===== src/rtl/jac_pkg.sv =====
// ============================================================================
// jac_pkg: joystick axis calibrator shared definitions
// Widths, register map, reset values and the configuration bundle used by
// the register block and the datapath.
// ============================================================================
`default_nettype none

package jac_pkg;

    // Field widths
    localparam int DATA_W  = 16;                 // raw sample and axis value
    localparam int HALF_W  = 15;                 // half_scale register
    localparam int PROD_W  = DATA_W + HALF_W;    // ramp numerator
    localparam int QUO_W   = HALF_W;             // ramp quotient is below half_scale
    localparam int CNT_W   = $clog2(QUO_W);      // divider step counter

    // Configuration port
    localparam int NUM_REGS = 8;
    localparam int PDATA_W  = 32;
    localparam int ADDR_W   = $clog2(NUM_REGS) + 2;
    localparam int IDX_W    = $clog2(NUM_REGS);

    // Change and deadband thresholds are half_scale divided by these powers of two
    localparam int CHG_SHIFT  = 6;
    localparam int DEAD_SHIFT = 4;

    // Register indexes (byte address is 4 * index)
    typedef enum logic [IDX_W-1:0] {
        REG_CAL_LOW     = 3'd0,
        REG_CENTRE_LOW  = 3'd1,
        REG_CENTRE_HIGH = 3'd2,
        REG_CAL_HIGH    = 3'd3,
        REG_FULL_SCALE  = 3'd4,
        REG_HALF_SCALE  = 3'd5,
        REG_INVERT      = 3'd6,
        REG_NO_CENTER   = 3'd7
    } reg_idx_t;

    // Reset values
    localparam logic [DATA_W-1:0] RST_CAL_LOW     = 16'd0;
    localparam logic [DATA_W-1:0] RST_CENTRE_LOW  = 16'd32000;
    localparam logic [DATA_W-1:0] RST_CENTRE_HIGH = 16'd33535;
    localparam logic [DATA_W-1:0] RST_CAL_HIGH    = 16'd65535;
    localparam logic [DATA_W-1:0] RST_FULL_SCALE  = 16'd65534;
    localparam logic [HALF_W-1:0] RST_HALF_SCALE  = 15'd32767;

    // Configuration bundle from the register block to the datapath
    typedef struct packed {
        logic [DATA_W-1:0] cal_low;
        logic [DATA_W-1:0] centre_low;
        logic [DATA_W-1:0] centre_high;
        logic [DATA_W-1:0] cal_high;
        logic [DATA_W-1:0] full_scale;
        logic [HALF_W-1:0] half_scale;
        logic              invert;
        logic              no_center;
    } cfg_t;

endpackage

`default_nettype wire


===== src/rtl/jac_sample_if.sv =====
// ============================================================================
// jac_sample_if: raw sample channel
// Valid/ready channel that carries one raw converter reading per beat.
// ============================================================================
`default_nettype none

interface jac_sample_if;

    logic                         valid;
    logic                         ready;
    logic [jac_pkg::DATA_W-1:0]   raw_sample;

    modport source (output valid, output raw_sample, input ready);
    modport sink   (input valid, input raw_sample, output ready);

endinterface

`default_nettype wire


===== src/rtl/jac_result_if.sv =====
// ============================================================================
// jac_result_if: calibrated result channel
// Valid/ready channel that carries one calibrated axis result per beat.
// ============================================================================
`default_nettype none

interface jac_result_if;

    logic                                valid;
    logic                                ready;
    logic        [jac_pkg::DATA_W-1:0]   axis_value;
    logic signed [jac_pkg::DATA_W-1:0]   signed_value;
    logic                                changed;
    logic                                active;

    modport source (output valid, output axis_value, output signed_value,
                    output changed, output active, input ready);
    modport sink   (input valid, input axis_value, input signed_value,
                    input changed, input active, output ready);

endinterface

`default_nettype wire


===== src/rtl/jac_regs.sv =====
// ============================================================================
// jac_regs: calibration register block
// APB-style write/read access to the eight calibration registers.
// ============================================================================
`default_nettype none

module jac_regs (
    input  wire logic                         clk,
    input  wire logic                         rst_n,
    input  wire logic                         psel,
    input  wire logic                         penable,
    input  wire logic                         pwrite,
    input  wire logic [jac_pkg::ADDR_W-1:0]   paddr,
    input  wire logic [jac_pkg::PDATA_W-1:0]  pwdata,
    output logic      [jac_pkg::PDATA_W-1:0]  prdata,
    output logic                              pready,
    output jac_pkg::cfg_t                     cfg
);

    jac_pkg::cfg_t     cfg_reg;
    jac_pkg::reg_idx_t idx;
    logic              wr_en;

    // Word index from the byte address
    assign idx    = jac_pkg::reg_idx_t'(paddr[jac_pkg::ADDR_W-1:2]);
    assign wr_en  = psel && penable && pwrite;
    assign pready = 1'b1;
    assign cfg    = cfg_reg;

    // Register writes
    always_ff @(posedge clk or negedge rst_n)
    begin
        if (!rst_n)
        begin
            cfg_reg.cal_low     <= jac_pkg::RST_CAL_LOW;
            cfg_reg.centre_low  <= jac_pkg::RST_CENTRE_LOW;
            cfg_reg.centre_high <= jac_pkg::RST_CENTRE_HIGH;
            cfg_reg.cal_high    <= jac_pkg::RST_CAL_HIGH;
            cfg_reg.full_scale  <= jac_pkg::RST_FULL_SCALE;
            cfg_reg.half_scale  <= jac_pkg::RST_HALF_SCALE;
            cfg_reg.invert      <= 1'b0;
            cfg_reg.no_center   <= 1'b0;
        end
        else if (wr_en)
        begin
            unique case (idx)
                jac_pkg::REG_CAL_LOW:     cfg_reg.cal_low     <= pwdata[jac_pkg::DATA_W-1:0];
                jac_pkg::REG_CENTRE_LOW:  cfg_reg.centre_low  <= pwdata[jac_pkg::DATA_W-1:0];
                jac_pkg::REG_CENTRE_HIGH: cfg_reg.centre_high <= pwdata[jac_pkg::DATA_W-1:0];
                jac_pkg::REG_CAL_HIGH:    cfg_reg.cal_high    <= pwdata[jac_pkg::DATA_W-1:0];
                jac_pkg::REG_FULL_SCALE:  cfg_reg.full_scale  <= pwdata[jac_pkg::DATA_W-1:0];
                jac_pkg::REG_HALF_SCALE:  cfg_reg.half_scale  <= pwdata[jac_pkg::HALF_W-1:0];
                jac_pkg::REG_INVERT:      cfg_reg.invert      <= pwdata[0];
                jac_pkg::REG_NO_CENTER:   cfg_reg.no_center   <= pwdata[0];
                default:                  cfg_reg             <= cfg_reg;
            endcase
        end
    end

    // Read-back mux
    always_comb
    begin
        unique case (idx)
            jac_pkg::REG_CAL_LOW:     prdata = jac_pkg::PDATA_W'(cfg_reg.cal_low);
            jac_pkg::REG_CENTRE_LOW:  prdata = jac_pkg::PDATA_W'(cfg_reg.centre_low);
            jac_pkg::REG_CENTRE_HIGH: prdata = jac_pkg::PDATA_W'(cfg_reg.centre_high);
            jac_pkg::REG_CAL_HIGH:    prdata = jac_pkg::PDATA_W'(cfg_reg.cal_high);
            jac_pkg::REG_FULL_SCALE:  prdata = jac_pkg::PDATA_W'(cfg_reg.full_scale);
            jac_pkg::REG_HALF_SCALE:  prdata = jac_pkg::PDATA_W'(cfg_reg.half_scale);
            jac_pkg::REG_INVERT:      prdata = jac_pkg::PDATA_W'(cfg_reg.invert);
            jac_pkg::REG_NO_CENTER:   prdata = jac_pkg::PDATA_W'(cfg_reg.no_center);
            default:                  prdata = '0;
        endcase
    end

endmodule

`default_nettype wire


===== src/rtl/jac_div.sv =====
// ============================================================================
// jac_div: serial restoring divider
// Produces one quotient bit per cycle for a numerator known to give a
// quotient that fits in QUO_W bits.
// ============================================================================
`default_nettype none

module jac_div (
    input  wire logic                        clk,
    input  wire logic                        rst_n,
    input  wire logic                        start,
    input  wire logic [jac_pkg::PROD_W-1:0]  num,
    input  wire logic [jac_pkg::DATA_W-1:0]  den,
    output logic                             done,
    output logic      [jac_pkg::QUO_W-1:0]   quo
);

    logic [jac_pkg::DATA_W-1:0] rem_reg;
    logic [jac_pkg::QUO_W-1:0]  shf_reg;
    logic [jac_pkg::DATA_W-1:0] den_reg;
    logic [jac_pkg::CNT_W-1:0]  cnt_reg;
    logic                       busy_reg;
    logic                       done_reg;

    logic [jac_pkg::DATA_W:0]   partial;
    logic [jac_pkg::DATA_W:0]   trial;
    logic                       fits;

    // One subtract-and-compare step: bring down the next numerator bit
    assign partial = {rem_reg, shf_reg[jac_pkg::QUO_W-1]};
    assign fits    = partial >= {1'b0, den_reg};
    assign trial   = partial - {1'b0, den_reg};

    assign done = done_reg;
    assign quo  = shf_reg;

    // Step sequencing. The upper numerator half is already below the divisor,
    // so it seeds the partial remainder directly.
    always_ff @(posedge clk or negedge rst_n)
    begin
        if (!rst_n)
        begin
            rem_reg  <= '0;
            shf_reg  <= '0;
            den_reg  <= '0;
            cnt_reg  <= '0;
            busy_reg <= 1'b0;
            done_reg <= 1'b0;
        end
        else if (start)
        begin
            rem_reg  <= num[jac_pkg::PROD_W-1:jac_pkg::QUO_W];
            shf_reg  <= num[jac_pkg::QUO_W-1:0];
            den_reg  <= den;
            cnt_reg  <= '0;
            busy_reg <= 1'b1;
            done_reg <= 1'b0;
        end
        else if (busy_reg)
        begin
            rem_reg  <= fits ? trial[jac_pkg::DATA_W-1:0] : partial[jac_pkg::DATA_W-1:0];
            shf_reg  <= {shf_reg[jac_pkg::QUO_W-2:0], fits};
            cnt_reg  <= cnt_reg + 1'b1;
            if (cnt_reg == jac_pkg::CNT_W'(jac_pkg::QUO_W - 1))
            begin
                busy_reg <= 1'b0;
                done_reg <= 1'b1;
            end
        end
        else
        begin
            done_reg <= 1'b0;
        end
    end

`ifndef SYNTHESIS
    // The divider never reports completion while it is still stepping
    assert property (@(posedge clk) disable iff (!rst_n) done_reg |-> !busy_reg)
        else $error("jac_div: done while busy");

    // Completion follows the final step of the divider step sequence
    assert property (@(posedge clk) disable iff (!rst_n)
        $rose(done_reg) |-> $past(cnt_reg) == jac_pkg::CNT_W'(jac_pkg::QUO_W - 1))
        else $error("jac_div: wrong step count");

    // The seeded partial remainder stays below the divisor on every step
    assert property (@(posedge clk) disable iff (!rst_n) busy_reg |-> rem_reg < den_reg)
        else $error("jac_div: partial remainder overflow");
`endif

endmodule

`default_nettype wire


===== src/rtl/joystick_axis_calibrator_top.sv =====
// ============================================================================
// joystick_axis_calibrator_top: joystick axis calibrator
// Maps raw axis readings piecewise-linearly onto 0..full_scale with a centre
// deadband, optional mirroring, and change and activity detection.
// ============================================================================
// The block takes one raw reading at a time and is not ready while it works.
// A reading on one of the two ramps goes through classify, multiply, fifteen
// steps of the serial restoring divider, value, and flags before the block
// accepts again. Readings that clamp or fall in the centre band skip the
// multiply and divider steps. The finished result sits in an output register,
// so the next reading is accepted while a result still waits; the flag stage
// holds until that register is free.
`default_nettype none

module joystick_axis_calibrator_top (
    input  wire logic                         clk,
    input  wire logic                         rst_n,
    jac_sample_if.sink                        sample,
    jac_result_if.source                      result,
    input  wire logic                         psel,
    input  wire logic                         penable,
    input  wire logic                         pwrite,
    input  wire logic [jac_pkg::ADDR_W-1:0]   paddr,
    input  wire logic [jac_pkg::PDATA_W-1:0]  pwdata,
    output logic      [jac_pkg::PDATA_W-1:0]  prdata,
    output logic                              pready
);

    typedef enum logic [2:0] {
        ST_IDLE,
        ST_CALC,
        ST_MUL,
        ST_DIV,
        ST_VAL,
        ST_FLAG
    } state_t;

    typedef enum logic [2:0] {
        RG_ZERO,
        RG_FULL,
        RG_LOW,
        RG_HIGH,
        RG_MID
    } region_t;

    jac_pkg::cfg_t cfg;

    state_t                       state_reg,  state_next;
    region_t                      region_reg, region_next;
    logic [jac_pkg::DATA_W-1:0]   raw_reg,    raw_next;
    logic [jac_pkg::DATA_W-1:0]   diff_reg,   diff_next;
    logic [jac_pkg::DATA_W-1:0]   den_reg,    den_next;
    logic [jac_pkg::DATA_W-1:0]   v_reg,      v_next;
    logic [jac_pkg::DATA_W-1:0]   last_reported_reg, last_reported_next;
    logic                         out_valid_reg, out_valid_next;
    logic [jac_pkg::DATA_W-1:0]   axis_reg,   axis_next;
    logic [jac_pkg::DATA_W-1:0]   signed_reg, signed_next;
    logic                         changed_reg, changed_next;
    logic                         active_reg,  active_next;

    logic                         accept;
    logic                         out_free;
    logic                         div_start;
    logic                         div_done;
    logic [jac_pkg::QUO_W-1:0]    div_quo;
    logic [jac_pkg::PROD_W-1:0]   prod;
    logic [jac_pkg::DATA_W-1:0]   half_ext;
    logic [jac_pkg::DATA_W-1:0]   base;
    logic [jac_pkg::DATA_W-1:0]   d_last;
    logic [jac_pkg::DATA_W-1:0]   d_half;
    logic                         chg;
    logic                         outside;

    // Configuration registers
    jac_regs u_regs (
        .clk     (clk),
        .rst_n   (rst_n),
        .psel    (psel),
        .penable (penable),
        .pwrite  (pwrite),
        .paddr   (paddr),
        .pwdata  (pwdata),
        .prdata  (prdata),
        .pready  (pready),
        .cfg     (cfg)
    );

    // Shared serial divider for both ramps
    jac_div u_div (
        .clk   (clk),
        .rst_n (rst_n),
        .start (div_start),
        .num   (prod),
        .den   (den_reg),
        .done  (div_done),
        .quo   (div_quo)
    );

    // Handshake and port drive
    assign sample.ready        = (state_reg == ST_IDLE);
    assign accept              = sample.valid && sample.ready;
    assign out_free            = !out_valid_reg || result.ready;
    assign result.valid        = out_valid_reg;
    assign result.axis_value   = axis_reg;
    assign result.signed_value = $signed(signed_reg);
    assign result.changed      = changed_reg;
    assign result.active       = active_reg;

    // Ramp numerator: offset into the ramp times half_scale
    assign half_ext  = {1'b0, cfg.half_scale};
    assign prod      = jac_pkg::PROD_W'(diff_reg) * jac_pkg::PROD_W'(cfg.half_scale);
    assign div_start = (state_reg == ST_MUL);

    // Value before mirroring, by region
    always_comb
    begin
        case (region_reg)
            RG_ZERO: base = '0;
            RG_FULL: base = cfg.full_scale;
            RG_LOW:  base = jac_pkg::DATA_W'(div_quo);
            RG_HIGH: base = half_ext + jac_pkg::DATA_W'(div_quo);
            default: base = half_ext;
        endcase
    end

    // Distances for the change and deadband tests
    assign d_last  = (v_reg >= last_reported_reg) ? v_reg - last_reported_reg
                                                  : last_reported_reg - v_reg;
    assign d_half  = (v_reg >= half_ext) ? v_reg - half_ext : half_ext - v_reg;
    assign chg     = d_last > (half_ext >> jac_pkg::CHG_SHIFT);
    assign outside = d_half >= (half_ext >> jac_pkg::DEAD_SHIFT);

    // Sequencer next-state logic
    always_comb
    begin
        state_next         = state_reg;
        region_next        = region_reg;
        raw_next           = raw_reg;
        diff_next          = diff_reg;
        den_next           = den_reg;
        v_next             = v_reg;
        last_reported_next = last_reported_reg;
        out_valid_next     = out_valid_reg && !result.ready;
        axis_next          = axis_reg;
        signed_next        = signed_reg;
        changed_next       = changed_reg;
        active_next        = active_reg;

        unique case (state_reg)
            ST_IDLE:
            begin
                if (accept)
                begin
                    raw_next   = sample.raw_sample;
                    state_next = ST_CALC;
                end
            end
            ST_CALC:
            begin
                // Tests in priority order: clamps first, then the two ramps
                if (raw_reg <= cfg.cal_low)
                begin
                    region_next = RG_ZERO;
                    state_next  = ST_VAL;
                end
                else if (raw_reg >= cfg.cal_high)
                begin
                    region_next = RG_FULL;
                    state_next  = ST_VAL;
                end
                else if (raw_reg < cfg.centre_low)
                begin
                    region_next = RG_LOW;
                    diff_next   = raw_reg - cfg.cal_low;
                    den_next    = cfg.centre_low - cfg.cal_low;
                    state_next  = ST_MUL;
                end
                else if (raw_reg > cfg.centre_high)
                begin
                    region_next = RG_HIGH;
                    diff_next   = raw_reg - cfg.centre_high;
                    den_next    = cfg.cal_high - cfg.centre_high;
                    state_next  = ST_MUL;
                end
                else
                begin
                    region_next = RG_MID;
                    state_next  = ST_VAL;
                end
            end
            ST_MUL:
            begin
                state_next = ST_DIV;
            end
            ST_DIV:
            begin
                if (div_done)
                begin
                    state_next = ST_VAL;
                end
            end
            ST_VAL:
            begin
                v_next     = cfg.invert ? cfg.full_scale - base : base;
                state_next = ST_FLAG;
            end
            ST_FLAG:
            begin
                // Wait for the output register to free up
                if (out_free)
                begin
                    out_valid_next = 1'b1;
                    axis_next      = v_reg;
                    signed_next    = v_reg - half_ext;
                    changed_next   = chg;
                    active_next    = chg && outside && !cfg.no_center;
                    if (chg)
                    begin
                        last_reported_next = v_reg;
                    end
                    state_next = ST_IDLE;
                end
            end
            default:
            begin
                state_next = ST_IDLE;
            end
        endcase
    end

    // State and registered outputs
    always_ff @(posedge clk or negedge rst_n)
    begin
        if (!rst_n)
        begin
            state_reg         <= ST_IDLE;
            region_reg        <= RG_ZERO;
            raw_reg           <= '0;
            diff_reg          <= '0;
            den_reg           <= '0;
            v_reg             <= '0;
            last_reported_reg <= '0;
            out_valid_reg     <= 1'b0;
            axis_reg          <= '0;
            signed_reg        <= '0;
            changed_reg       <= 1'b0;
            active_reg        <= 1'b0;
        end
        else
        begin
            state_reg         <= state_next;
            region_reg        <= region_next;
            raw_reg           <= raw_next;
            diff_reg          <= diff_next;
            den_reg           <= den_next;
            v_reg             <= v_next;
            last_reported_reg <= last_reported_next;
            out_valid_reg     <= out_valid_next;
            axis_reg          <= axis_next;
            signed_reg        <= signed_next;
            changed_reg       <= changed_next;
            active_reg        <= active_next;
        end
    end

`ifndef SYNTHESIS
    // A result flagged as changed is the value now held as last reported
    assert property (@(posedge clk) disable iff (!rst_n)
        (out_valid_reg && changed_reg) |-> last_reported_reg == axis_reg)
        else $error("calibrator: last reported value out of step with result");

    // Activity is only ever flagged together with a change
    assert property (@(posedge clk) disable iff (!rst_n)
        (out_valid_reg && active_reg) |-> changed_reg)
        else $error("calibrator: active without changed");

    // A ramp quotient never exceeds the centre value
    assert property (@(posedge clk) disable iff (!rst_n)
        div_done |-> div_quo <= cfg.half_scale)
        else $error("calibrator: ramp quotient out of range");

    // The divider only finishes while the sequencer waits for it
    assert property (@(posedge clk) disable iff (!rst_n)
        div_done |-> state_reg == ST_DIV)
        else $error("calibrator: divider result not awaited");
`endif

endmodule

`default_nettype wire

===== src/flat_wrapper.sv =====
// flat-port wrapper written by rule: the top's interface ports become plain ports
module joystick_axis_calibrator_top_flat 
  (clk, rst_n, psel, penable, pwrite, paddr, pwdata, prdata, pready, sample_valid, sample_raw_sample, sample_ready, result_valid, result_axis_value, result_signed_value, result_changed, result_active, result_ready);
  jac_sample_if sample_i ();
  jac_result_if result_i ();
  input  wire logic clk;
  input  wire logic rst_n;
  input  wire logic psel;
  input  wire logic penable;
  input  wire logic pwrite;
  input  wire logic [jac_pkg::ADDR_W-1:0] paddr;
  input  wire logic [jac_pkg::PDATA_W-1:0] pwdata;
  output logic      [jac_pkg::PDATA_W-1:0] prdata;
  output logic pready;
  input wire logic [$bits(sample_i.valid)-1:0] sample_valid;
  input wire logic [$bits(sample_i.raw_sample)-1:0] sample_raw_sample;
  output wire logic [$bits(sample_i.ready)-1:0] sample_ready;
  output wire logic [$bits(result_i.valid)-1:0] result_valid;
  output wire logic [$bits(result_i.axis_value)-1:0] result_axis_value;
  output wire logic [$bits(result_i.signed_value)-1:0] result_signed_value;
  output wire logic [$bits(result_i.changed)-1:0] result_changed;
  output wire logic [$bits(result_i.active)-1:0] result_active;
  input wire logic [$bits(result_i.ready)-1:0] result_ready;
  assign sample_i.valid = sample_valid;
  assign sample_i.raw_sample = sample_raw_sample;
  assign sample_ready = sample_i.ready;
  assign result_valid = result_i.valid;
  assign result_axis_value = result_i.axis_value;
  assign result_signed_value = result_i.signed_value;
  assign result_changed = result_i.changed;
  assign result_active = result_i.active;
  assign result_i.ready = result_ready;
  joystick_axis_calibrator_top u_core (.clk(clk), .rst_n(rst_n), .sample(sample_i), .result(result_i), .psel(psel), .penable(penable), .pwrite(pwrite), .paddr(paddr), .pwdata(pwdata), .prdata(prdata), .pready(pready));
endmodule

===== config.mk =====
export PLATFORM = sky130hd
export DESIGN_NAME = joystick_axis_calibrator_top_flat
export DESIGN_NICKNAME = d
export VERILOG_FILES = /design/src/rtl/jac_pkg.sv /design/src/rtl/jac_sample_if.sv /design/src/rtl/jac_result_if.sv /design/src/rtl/jac_regs.sv /design/src/rtl/jac_div.sv /design/src/rtl/joystick_axis_calibrator_top.sv /design/src/flat_wrapper.sv
export SDC_FILE = /design/constraint.sdc
export NUM_CORES = 2
export LEC_CHECK = 0
export ABC_AREA = 1
export CORE_UTILIZATION = 55
export CTS_CLUSTER_DIAMETER = 80
export DETAILED_ROUTE_END_ITERATION = 6
export DONT_BUFFER_PORTS = 1
export PLACE_DENSITY = 0.69
export RECOVER_POWER = 100
export SLEW_MARGIN = 20
export SYNTH_ARGS = -nofsm -noshare
export SYNTH_HDL_FRONTEND = slang
export SYNTH_SLANG_ARGS = --single-unit

===== constraint.sdc =====
create_clock -name clk -period 8.4 [get_ports clk]
set_clock_uncertainty 0.1 [all_clocks]
set_input_delay 0.42 -clock clk [delete_from_list [all_inputs] [get_ports clk]]
set_output_delay 0.42 -clock clk [all_outputs]
set_load 0.02 [all_outputs]

==> impl_metrics.csv <==
group,metric,value,unit
hold_path,min_path_type,"input pin to flop",
cells_and_area,design.final.nets,4726,
setup_path,timing.reg2reg.worst_path_depth,21,
outcome,violated_checks,"max-capacitance violations, max-slew violations",
yosys,yosys_register_bits,271,
cells_and_area,finalInstanceArea,0.0319,sq mm
hold_path,hold_end,"u_core.u_regs.cfg[96]",
yosys,synth_async_sr_flop_share,100,%
route,detail_route.iter0.violations,2075,
setup_path,critical_path_class,"flop to flop",
outcome,result_of_the_run,"finished, violations left",
timing,worst_pin_slew,3280,ps
route,met2RoutedLength,41400,um
yosys,synth_warnings,0,
setup_path,worst_setup_path_end_kind,"flop",
setup_path,crit_chain,"nand2_1 -> fa_1 -> fa_1 -> inv_1 -> fa_1 -> fa_1 -> fa_1 -> inv_1 -> fa_1 -> inv_1 -> ha_1 -> a21oi_1 -> o21ai_0 -> a21oi_1 -> nand3_1 -> a21oi_1 -> xor2_1 -> nand2_1 -> nand2_1 -> nand2_1 -> nand2_1",
placement,count_of_buffers_from_port_buffering,0,
cells_and_area,largest_reg_flops,97,
timing,timing_max_transition_violations_final,382,
timing,postLayoutSetupSlackWorst,1280,ps
timing,final_period_minus_worst_setup_slack,7120,ps
route,final_antenna_net_count,0,
timing,setup_total_negative_slack,0,ps
grt,grt_overflow,0,
hold_path,worst_hold_startpoint,"pwdata[15]",
floorplanning,ioPinCount,129,
setup_path,cpPeakStageDelay,1440,ps
cells_and_area,n_fill_cell,5235,
route,final_routed_wire_length_divided_by_cell_count,18.6,um
yosys,synthesis.area,0.0302,sq mm
setup_path,r2r-start,"u_core.u_regs.cfg[10]",
clocking,clk-insertion-delay-late,620,ps
yosys,ys_dominant_reg_cell,"sky130_fd_sc_hd__dfrtp_1",
clocking,clock_pin_slew_on_the_worst_setup_and_hold_paths,60,ps
hold_path,worst_hold_path.num_cells,2,
cells_and_area,layout_commonest_cell,"sky130_fd_sc_hd__nand2_1",
setup_path,cp_data_arrival_time,7570,ps
setup_path,crit_path_max_fanout,21,
cells_and_area,num_antenna_cells,0,
route,top_layer,"met4",
floorplanning,total_core_area,0.0540,sq mm
timing,max_freq,0.140,GHz
route,route.met3.wl,5630,um
yosys,synth-seq-area-share,22.7,%
clocking,htreeDepth,1,
setup_path,crit-reg2reg-capture,"u_core.u_div.rem_reg[15]",
clocking,cts.sink_count,271,
route,route.layer.met1.wl,39900,um
placement,gpl.final_weighted_congestion,0.998,
yosys,synth_enable_flop_cells,0,
grt,grt_antenna_before_repair,0,
route,remaining_drc_errors,0,
timing,max_slew_margin,-119,%
clocking,clock_tree.root_cell,"sky130_fd_sc_hd__clkbuf_16",
job,max-cap-violations,7,
placement,dp_worst_setup_slack,1850,ps
yosys,post-synth-top-area-fraction,17.3,%
yosys,gate_count_post_synth,4211,
floorplanning,start_util,55.9,%
timing,fin_worst_hold_slack,27.7,ps
yosys,synth_area_leaders,"sky130_fd_sc_hd__dfrtp_1 17%, sky130_fd_sc_hd__nand2_1 14%, sky130_fd_sc_hd__ha_1 13%, sky130_fd_sc_hd__fa_1 13%, sky130_fd_sc_hd__inv_1 9.7%",
route,first_pass_iters,6,
clocking,post_cts_resized,0,
yosys,synthDominantAreaCellType,"sky130_fd_sc_hd__dfrtp_1",
route,finalWirelength,90700,um
clocking,number_of_buffers_created_by_cts,31,
floorplanning,placementRows,85,
timing,hold_viol,0,
floorplanning,design.die.area,0.0558,sq mm
cells_and_area,register_area,0.00686,sq mm
setup_path,worst_setup_path_start_kind,"flop",
grt,vias_in_the_first_global_route,25700,
clocking,clock_tree.buffer_depth,3,
yosys,postSynthAreaPerCell,7.17,sq um
cells_and_area,most-common-layout-cells,"1,125 x sky130_fd_sc_hd__nand2_1, 778 x sky130_fd_sc_hd__inv_1, 362 x sky130_fd_sc_hd__o21ai_0",
floorplanning,die_x,236,um
setup_path,r2r_setup_slk,1280,ps
yosys,synth_cell_type_count,59,
timing,unrepaired_setup_endpoints_after_global_routing,"false",
timing,finalSetupViolations,0,
placement,dp_hpwl,70800,um
cells_and_area,drive_gt1_share,3.83,%
setup_path,timing.critical_path.slowest_stage_cell,"sky130_fd_sc_hd__dfstp_1",
timing,final_cycle_utilization_of_the_critical_path,84.8,%
setup_path,worstPathRequired,8850,ps
grt,wire_length_of_the_first_global_routing_pass,143000,um
setup_path,crit_path_frequent_cell,"sky130_fd_sc_hd__fa_1",
floorplanning,die_height,236,um
grt,grt_start_max_net_pins,272,
placement,postPlaceCellArea,0.0306,sq mm
clocking,tritoncts_clock_tree,"yes",
cells_and_area,area_grow_syn2layout,5.83,%
cells_and_area,multi_input_comb_area,0.0197,sq mm
route,detail_route.vias_per_cell,5.55,
route,vias,27100,
grt,grtUsageTotal,32.7,%
[synthesized netlist by cell type, types with 5 or more instances]
| cell | n |
|---|---|
| sky130_fd_sc_hd__a211oi_1 | 7 |
| sky130_fd_sc_hd__a21oi_1 | 244 |
| sky130_fd_sc_hd__clkbuf_1 | 122 |
| sky130_fd_sc_hd__mux2_2 | 14 |
| sky130_fd_sc_hd__a31oi_1 | 28 |
| sky130_fd_sc_hd__o21ai_0 | 341 |
| sky130_fd_sc_hd__nand3_1 | 148 |
| sky130_fd_sc_hd__xor2_1 | 66 |
| sky130_fd_sc_hd__dfstp_2 | 62 |
| sky130_fd_sc_hd__a221oi_1 | 8 |
| sky130_fd_sc_hd__a21o_1 | 17 |
| sky130_fd_sc_hd__nand4_1 | 31 |
| sky130_fd_sc_hd__o22ai_1 | 21 |
| sky130_fd_sc_hd__nand2_1 | 1124 |
| sky130_fd_sc_hd__nor4_1 | 5 |
| sky130_fd_sc_hd__nor3_1 | 34 |
| sky130_fd_sc_hd__o221ai_1 | 13 |
| sky130_fd_sc_hd__buf_1 | 10 |
| sky130_fd_sc_hd__o21bai_1 | 9 |
| sky130_fd_sc_hd__nor2_1 | 199 |
| sky130_fd_sc_hd__ha_1 | 317 |
| sky130_fd_sc_hd__dfrtp_1 | 209 |
| sky130_fd_sc_hd__o211ai_1 | 27 |
| sky130_fd_sc_hd__fa_1 | 191 |
| sky130_fd_sc_hd__nand3b_1 | 5 |
| sky130_fd_sc_hd__o2111ai_1 | 16 |
| sky130_fd_sc_hd__or2_2 | 10 |
| sky130_fd_sc_hd__o21a_1 | 11 |
| sky130_fd_sc_hd__inv_1 | 777 |
| sky130_fd_sc_hd__xnor2_1 | 41 |
| sky130_fd_sc_hd__buf_2 | 8 |
| sky130_fd_sc_hd__buf_4 | 20 |
| sky130_fd_sc_hd__o21ai_1 | 24 |
[area by class of cell]
cell class	count	area share (%)
Clock buffer	39	2.59
Clock inverter	19	0.725
Tap cell	696	2.73
Sequential cell	271	21.5
Multi-Input combinational cell	3008	61.6
Inverter	784	9.21
Timing Repair Buffer	62	1.64
[per-layer routing]
layer,track usage [%],vias up
li1,-,13200
met4,12.8,0
met2,53.2,910
met3,3.93,174
met1,44.4,12800
met5,0,-
[worst max path at each step]
stage	slack (ps)	cells past startpoint	to	from
final	1280	21	u_core.u_div.rem_reg[15]	u_core.u_regs.cfg[10]
after global routing	910	24	u_core.u_div.rem_reg[15]	u_core.u_regs.cfg[14]
after CTS	1840	21	u_core.u_div.rem_reg[15]	u_core.u_regs.cfg[10]
after detailed placement	1850	21	u_core.u_div.rem_reg[15]	u_core.u_regs.cfg[10]
after global placement	1890	21	u_core.u_div.rem_reg[15]	u_core.u_regs.cfg[10]
after floorplan	2420	24	u_core.u_div.rem_reg[6]	u_core.u_regs.cfg[13]
[what timing repair did]
| action | 4_1_cts | 5_1_grt |
|---|---|---|
| hold buffers | 35 | 0 |
| setup buffers | 0 | 0 |
| endpoints found under the hold margin | 330 | 0 |
[cell families (layout without fill, tap and decap cells)]
group	count (synthesis)	count (layout)	share of synthesized area [%]
compound gates	787	787	14.6
xor+xnor	107	107	3.11
fa+ha+maj	508	508	25.8
buf+inv	947	904	12.1
flops	271	271	22.7
mux	15	15	0.556
other cells	2	17	0.0249
simple gates	1574	1574	21.0
[stage by stage]
stage	cells	utilization, %
4_1_cts	4877	59.2
3_3_place_gp	4784	56.6
6_report	4879	59.1
2_1_floorplan	4226	-
3_5_place_dp	4784	56.6
5_1_grt	4879	59.1
[critical path, delay by kind of cell (launching register included)]
family	cells	cell delay [ps]
AOI/OAI and AO/OA	4	870
xor gates and xnor gates	1	250
adders and majority gates	7	3520
buffers and inverters	3	160
DFF	1	1440
and+or+nand+nor	6	700
Power is not shown: default switching activity piles up to over one toggle a cycle in this logic, so the estimate is an artifact.
